--- config.mk ---
export PLATFORM = sky130hd
export DESIGN_NAME = pcx_ctrl
export DESIGN_NICKNAME = d
export VERILOG_FILES = /design/src/rtl/pcx_row_pixel_unpacker_unit_defines.svh /design/src/rtl/pcx_pkg.sv /design/src/rtl/pcx_ctrl.sv
export SDC_FILE = /design/constraint.sdc
export NUM_CORES = 1
export LEC_CHECK = 0
export BUFFER_PORTS_ARGS = -buffer_cell sky130_fd_sc_hd__buf_4
export CAP_MARGIN = 5
export CORE_UTILIZATION = 50
export DETAILED_ROUTE_END_ITERATION = 10
export GPL_TIMING_DRIVEN = 0
export PLACE_DENSITY = 0.74
export SLEW_MARGIN = 20
export SYNTH_ARGS = -nofsm -noshare
export SYNTH_HDL_FRONTEND = slang
export SYNTH_SLANG_ARGS = --single-unit
export TNS_END_PERCENT = 5
--- constraint.sdc ---
create_clock -name i_clk -period 3.3 [get_ports i_clk]
set_input_delay 0.165 -clock i_clk [delete_from_list [all_inputs] [get_ports i_clk]]
set_output_delay 0.165 -clock i_clk [all_outputs]
set_load 0.1 [all_outputs]
--- src/rtl/pcx_row_pixel_unpacker_unit_defines.svh ---
// assertion macros for the pcx row pixel unpacker
`ifndef PCX_ROW_PIXEL_UNPACKER_UNIT_DEFINES_SVH
`define PCX_ROW_PIXEL_UNPACKER_UNIT_DEFINES_SVH

// same-cycle implication, checked outside reset
`define PCX_ASSERT_NOW(lbl, ante, cons, msg) \
    lbl: assert property (@(posedge i_clk) disable iff (!i_rst_n) (ante) |-> (cons)) \
        else $error(msg);

// next-cycle implication, checked outside reset
`define PCX_ASSERT_NEXT(lbl, ante, cons, msg) \
    lbl: assert property (@(posedge i_clk) disable iff (!i_rst_n) (ante) |=> (cons)) \
        else $error(msg);

`endif

--- src/rtl/pcx_pkg.sv ---
// types, codes and constants of the pcx row pixel unpacker
`timescale 1ns / 1ps
package pcx_pkg;

    localparam int ROW_BYTES_DFLT      = 8192;
    localparam int LINE_BYTES_MAX_DFLT = 2048;

    localparam int MODE_W     = 4;
    localparam int BPL_W      = 12;
    localparam int BYTE_IDX_W = 13;
    localparam int PIX_IDX_W  = 14;
    localparam int PIX_VAL_W  = 24;
    localparam int STS_W      = 2;
    localparam int CFG_IDX_W  = 1;

    localparam logic [MODE_W-1:0] MODE_MONO   = 4'd0;
    localparam logic [MODE_W-1:0] MODE_CH2    = 4'd1;
    localparam logic [MODE_W-1:0] MODE_PL2    = 4'd2;
    localparam logic [MODE_W-1:0] MODE_PL3    = 4'd3;
    localparam logic [MODE_W-1:0] MODE_PL4    = 4'd4;
    localparam logic [MODE_W-1:0] MODE_CH4    = 4'd5;
    localparam logic [MODE_W-1:0] MODE_BYTE   = 4'd6;
    localparam logic [MODE_W-1:0] MODE_RGB    = 4'd7;

    localparam logic [STS_W-1:0] STS_OK    = 2'd0;
    localparam logic [STS_W-1:0] STS_UNSUP = 2'd1;
    localparam logic [STS_W-1:0] STS_RANGE = 2'd2;

    localparam logic OP_WRITE = 1'b0;
    localparam logic OP_READ  = 1'b1;

    localparam logic [CFG_IDX_W-1:0] REG_COLOR_MODE = 1'b0;
    localparam logic [CFG_IDX_W-1:0] REG_BPL        = 1'b1;

    localparam logic [MODE_W-1:0] RST_COLOR_MODE = MODE_BYTE;
    localparam logic [BPL_W-1:0]  RST_BPL        = 12'd80;

    typedef struct packed {
        logic [MODE_W-1:0] color_mode;
        logic [BPL_W-1:0]  bytes_per_line;
    } t_cfg;

    typedef enum logic [1:0] {
        ST_IDLE,
        ST_ADDR,
        ST_DATA,
        ST_FIN
    } t_state;

endpackage

--- src/rtl/pcx_ctrl.sv ---
// item sequencer: row writes, per-plane fetch and pixel assembly
`timescale 1ns / 1ps
module pcx_ctrl
    import pcx_pkg::*;
#(
    parameter int ROW_BYTES      = ROW_BYTES_DFLT,
    parameter int LINE_BYTES_MAX = LINE_BYTES_MAX_DFLT
) (
    input  logic                         i_clk,
    input  logic                         i_rst_n,
    input  t_cfg                         i_cfg,
    input  logic                         i_valid,
    output logic                         o_ready,
    input  logic                         i_op,
    input  logic [BYTE_IDX_W-1:0]        i_byte_index,
    input  logic [7:0]                   i_byte_value,
    input  logic [PIX_IDX_W-1:0]         i_pixel_index,
    output logic                         o_valid,
    input  logic                         i_ready,
    output logic [PIX_VAL_W-1:0]         o_pixel_value,
    output logic [STS_W-1:0]             o_status,
    output logic                         o_mem_we,
    output logic [$clog2(ROW_BYTES)-1:0] o_mem_waddr,
    output logic [7:0]                   o_mem_wdata,
    output logic [$clog2(ROW_BYTES)-1:0] o_mem_raddr,
    input  logic [7:0]                   i_mem_rdata
);

    localparam int AW    = $clog2(ROW_BYTES);
    localparam int ACC_W = $clog2(ROW_BYTES + LINE_BYTES_MAX + 1);

    t_state                r_state, n_state;
    logic [ACC_W-1:0]      r_acc, n_acc;
    logic [1:0]            r_plane, n_plane;
    logic [1:0]            r_last, n_last;
    logic [2:0]            r_sub, n_sub;
    logic [PIX_VAL_W-1:0]  r_pix, n_pix;
    logic [STS_W-1:0]      r_sts, n_sts;
    logic                  r_out_valid, n_out_valid;
    logic [PIX_VAL_W-1:0]  r_out_pix, n_out_pix;
    logic [STS_W-1:0]      r_out_sts, n_out_sts;

    logic [BPL_W-1:0]      bpl;
    logic [PIX_IDX_W-1:0]  off;
    logic [STS_W-1:0]      sts;
    logic [1:0]            last;
    logic                  acc_wrap;
    logic                  out_free;
    logic [2:0]            sh;
    logic [7:0]            ch2_shift;
    logic [PIX_VAL_W-1:0]  merged;

    always_comb begin
        if (32'(i_cfg.bytes_per_line) > LINE_BYTES_MAX) begin
            bpl = BPL_W'(LINE_BYTES_MAX);
        end else begin
            bpl = i_cfg.bytes_per_line;
        end
    end

    // byte offset within a plane, status and last plane index for a read
    always_comb begin
        off  = '0;
        sts  = STS_OK;
        last = 2'd0;
        case (i_cfg.color_mode)
            MODE_MONO: off = i_pixel_index >> 3;
            MODE_CH2:  off = i_pixel_index >> 2;
            MODE_PL2, MODE_PL3, MODE_PL4: begin
                off  = i_pixel_index >> 3;
                last = 2'(i_cfg.color_mode - 4'd1);
            end
            MODE_CH4:  off = i_pixel_index >> 1;
            MODE_BYTE: off = i_pixel_index;
            MODE_RGB: begin
                off  = i_pixel_index;
                last = 2'd2;
            end
            default:   sts = STS_UNSUP;
        endcase
        if (sts == STS_OK && 32'(off) >= 32'(bpl)) begin
            sts = STS_RANGE;
        end
    end

    assign acc_wrap  = 32'(r_acc) >= ROW_BYTES;
    assign out_free  = !r_out_valid || i_ready;
    assign sh        = 3'd7 - r_sub;
    assign ch2_shift = i_mem_rdata >> {2'd3 - r_sub[1:0], 1'b0};

    always_comb begin
        case (i_cfg.color_mode)
            MODE_MONO: merged = {{(PIX_VAL_W-1){1'b0}}, ~i_mem_rdata[sh]};
            MODE_CH2:  merged = PIX_VAL_W'(ch2_shift[1:0]);
            MODE_PL2, MODE_PL3, MODE_PL4:
                merged = r_pix | (PIX_VAL_W'(i_mem_rdata[sh]) << r_plane);
            MODE_CH4:  merged = r_sub[0] ? PIX_VAL_W'(i_mem_rdata[3:0])
                                         : PIX_VAL_W'(i_mem_rdata[7:4]);
            MODE_BYTE: merged = PIX_VAL_W'(i_mem_rdata);
            MODE_RGB:  merged = {r_pix[15:0], i_mem_rdata};
            default:   merged = r_pix;
        endcase
    end

    // next state
    always_comb begin
        n_state = r_state;
        case (r_state)
            ST_IDLE: begin
                if (i_valid && i_op == OP_READ) begin
                    n_state = (sts == STS_OK) ? ST_ADDR : ST_FIN;
                end
            end
            ST_ADDR: begin
                if (!acc_wrap) begin
                    n_state = ST_DATA;
                end
            end
            ST_DATA: n_state = (r_plane == r_last) ? ST_FIN : ST_ADDR;
            ST_FIN: begin
                if (out_free) begin
                    n_state = ST_IDLE;
                end
            end
            default: n_state = ST_IDLE;
        endcase
    end

    // outputs
    always_comb begin
        o_ready     = (r_state == ST_IDLE);
        o_mem_we    = (r_state == ST_IDLE) && i_valid && i_op == OP_WRITE
                      && 32'(i_byte_index) < ROW_BYTES;
        o_mem_waddr = AW'(i_byte_index);
        o_mem_wdata = i_byte_value;
        o_mem_raddr = AW'(r_acc);
    end

    // datapath
    always_comb begin
        n_acc       = r_acc;
        n_plane     = r_plane;
        n_last      = r_last;
        n_sub       = r_sub;
        n_pix       = r_pix;
        n_sts       = r_sts;
        n_out_valid = r_out_valid;
        n_out_pix   = r_out_pix;
        n_out_sts   = r_out_sts;
        if (r_out_valid && i_ready) begin
            n_out_valid = 1'b0;
        end
        case (r_state)
            ST_IDLE: begin
                if (i_valid && i_op == OP_READ) begin
                    n_acc   = ACC_W'(off);
                    n_plane = 2'd0;
                    n_last  = last;
                    n_sub   = i_pixel_index[2:0];
                    n_pix   = '0;
                    n_sts   = sts;
                end
            end
            ST_ADDR: begin
                if (acc_wrap) begin
                    n_acc = r_acc - ACC_W'(ROW_BYTES);
                end
            end
            ST_DATA: begin
                n_pix = merged;
                if (r_plane != r_last) begin
                    n_acc   = r_acc + ACC_W'(bpl);
                    n_plane = r_plane + 2'd1;
                end
            end
            ST_FIN: begin
                if (out_free) begin
                    n_out_valid = 1'b1;
                    n_out_pix   = r_pix;
                    n_out_sts   = r_sts;
                end
            end
            default: ;
        endcase
    end

    always_ff @(posedge i_clk) begin
        if (!i_rst_n) begin
            r_state     <= ST_IDLE;
            r_out_valid <= 1'b0;
        end else begin
            r_state     <= n_state;
            r_out_valid <= n_out_valid;
        end
        r_acc     <= n_acc;
        r_plane   <= n_plane;
        r_last    <= n_last;
        r_sub     <= n_sub;
        r_pix     <= n_pix;
        r_sts     <= n_sts;
        r_out_pix <= n_out_pix;
        r_out_sts <= n_out_sts;
    end

    assign o_valid       = r_out_valid;
    assign o_pixel_value = r_out_pix;
    assign o_status      = r_out_sts;

endmodule

==> reports/qor.csv <==
metric,value,unit
status,"complete, no violations",
Synth Net Count,547,
io pins,127,
most frequent cells in the layout,"buf_4, edfxtp_1, nor2_1, ha_1, nand2_1",
root buf cell,clkbuf_8,
met1 Resource Use GR,33.1,%
Syn Area/Cell,10.8,um2
min-delay src,i_rst_n,
Final ANT Viol Nets,0,
Pre-antenna DRT Iters,5,
Setup CP Type,input port to flip-flop,
Synth warnings,0,
clk buf depth,2,
"most common cell after layout, fill and taps aside",buf_4,
crit path max fanout,4,
clk_lat worst skew,0.36,ns
width of the die,100,um
Max-cap violations,0,
first-pass GRT wire length,18800,um
core area,0.00933,mm2
"EDFF count, synth",73,
grt total ovfl,0,
fin area,0.00606,mm2
"Distinct cells, synth",59,
Worst setup EP type,flip-flop,
die area,0.0101,mm2
Crit path arrival time,3.11,ns
Synth area leader,edfxtp_1,
port buffer count,105,
GR peak layer,met2,
row cnt,35,
number of fill cells,764,
CTS Sinks,76,
layout cells sized above 1,31.3,%
initial core utilization,52.0,%
Die H,100,um
maximum vdd drop,0.000616,V
DRC Markers,0,
leakage,2.61,nW
HPWL reported at the end of detailed placement,8730,um
largest net degree at the start of global routing,19,
vias,4021,
share of the yosys chip area belonging to registers,46.5,%
Critical path origin,i_pixel_index[2],
#FFs+latches synth,76,
dominant cells by area after synthesis,"edfxtp_1, ha_1, buf_4",
cell mode on critical path,a21o_1,
Placer Congestion,0.937,
Final WS setup,0.305,ns
CTS Buf Count,9,
CP max stage delay,0.54,ns
Critical R2R Launch,r_state[0],
DP Worst Slack,-0.0350,ns
asr flop ratio synth,0,%
Hold/Removal Path Class,input port to flip-flop,
n_diodes,0,
top-area cell type share of the netlist area,45.2,%
met3 usage in global routing,4.85,%
RSZ-0062 raised after global routing,no,
area of the mapped netlist,0.00485,mm2
Setup crit start kind,input port,
max_slew headroom,45.1,%
GRT Util Overall,24.1,%
Slowest cell on crit path,dlygate4sd3_1,
drt initial violations,312,
"Slew Viols, Final",0,
vias in the first global route,3819,
Clock Skews,0.0109,ns
area grow syn2layout,25.0,%
Post-synth top flop,edfxtp_1,
Final Hold Fails,0,
nets,670,
cell breakdown of the critical path,dlygate4sd3_1 > buf_4 > mux2_2 > a222oi_1 > ha_1 > nand2b_1 > a21o_1 > a21o_1 > a21o_1 > a211oi_1 > nor2_1,
CTS-repair resized insts,0,
pwr dens,893,mW/mm2
M2 GR Usage,38.6,%
Mapped Cells,450,
setup violators final,0,
H-Tree Depth,3,
crit share post-route,90.8,%
initial antenna violation count,0,
wire length per cell,16.1,um
routed vias/inst,5.69,
WP buf/inv,2,
CTS clock-pin slew for the worst setup and hold paths,0.09,ns
final worst path period need,3.00,ns
area post-placement,0.00585,mm2
worst path required time,3.41,ns
final WL,11400,um
"delay-heaviest family, CP",compound AO/OA/AOI/OAI gates,
Max Clk Rate,334,MHz
Slew @ Worst Pin,0.817,ns
CTS tree,built,
[kinds of logic (layout without fill, tap and decap cells)]
family                   after synthesis  count (layout)  share of synthesized area, %
AO/OA/AOI/OAI                        116             116                          17.4
XOR/XNOR                              12              12                          2.17
adder cells (fa/ha/maj)               33              33                          8.67
buffers and inverters                 76             204                          8.83
flip-flops                            76              76                          46.5
multiplexers                          20              20                          5.52
AND/OR/NAND/NOR                      117             117                          10.9
[report_power, final]
| part | switching (W) | internal, W |
|---|---|---|
| registers | 0.000212 | 0.00154 |
| logic | 0.00213 | 0.000851 |
| clock network | 0.000393 | 0.000285 |
[final timing paths]
path	endpoint	slack, ns	cells past startpoint
worst max-delay path	r_sts[1]	0.30	11
worst min-delay path	o_valid	0.02	2
worst max register to register	r_pix[4]	0.44	8
worst min register to register	o_status[1]	0.43	0
[metrics by stage]
stage	instances	TNS [ns]	util, %	hold WS, ns	total power [W]
after CTS	707	0	64.9	0.0125	0.00541
after global placement	684	-12.13	62.1	0.364	0.00461
final	707	0	64.9	0.0214	0.00541
after global routing	707	0	64.9	0.0245	0.00568
after detailed placement	688	-0.0528	62.7	0.364	0.00472
after floorplan	450	0	-	0.264	0.00401
[layer usage]
| metal | wire [um] | part of all wire [%] |
|---|---|---|
| met1 | 5100 | 45 |
| met2 | 5370 | 47 |
| met3 | 762 | 6.7 |
| met4 | 164 | 1.4 |
| met5 | 0 | 0 |
[repair_timing]
action                    in CTS  in global routing
buffers inserted               0                  0
hold endpoints to repair       3                  0
hold buffers                   3                  0
[cells in the mapped netlist, types with 3 or more instances]
cell / count
o31ai_1: 5
a211oi_1: 3
mux2i_1: 11
nor3_1: 5
inv_1: 24
edfxtp_1: 73
nand4_1: 3
a21oi_1: 22
clkbuf_1: 11
buf_2: 6
buf_4: 34
dfxtp_1: 3
nand3_1: 4
nor2b_1: 8
ha_1: 32
nor2_1: 51
nand2_1: 30
a221o_1: 10
o21ai_0: 10
a21o_1: 13
mux2_2: 4
nand2b_1: 6
o2bb2ai_1: 5
a22oi_1: 20
xnor2_1: 5
a31oi_1: 4
xor2_1: 7
a32oi_1: 3
and3_1: 3
[state kept, by name, summed over array words and instances, names as in the netlist]
register       flops
r_state            2
o_valid            1
r_pix             24
r_sub              3
o_pixel_value     24
r_acc             14
r_plane            2
r_sts              2
o_status           2
r_last             2
[cell type report]
cell class	count	area (um2)	area share (%)
multi-input cells	298	2180	36.0
inverters	24	90.1	1.49
clock buffers	9	124	2.04
repair buffers	112	857	14.1
well taps	129	161	2.66
clock inverters	7	57.6	0.950
plain buffers	52	338	5.58
flip-flops and latches	76	2250	37.2
No activity file was read; power rests on OpenSTA's default activity.
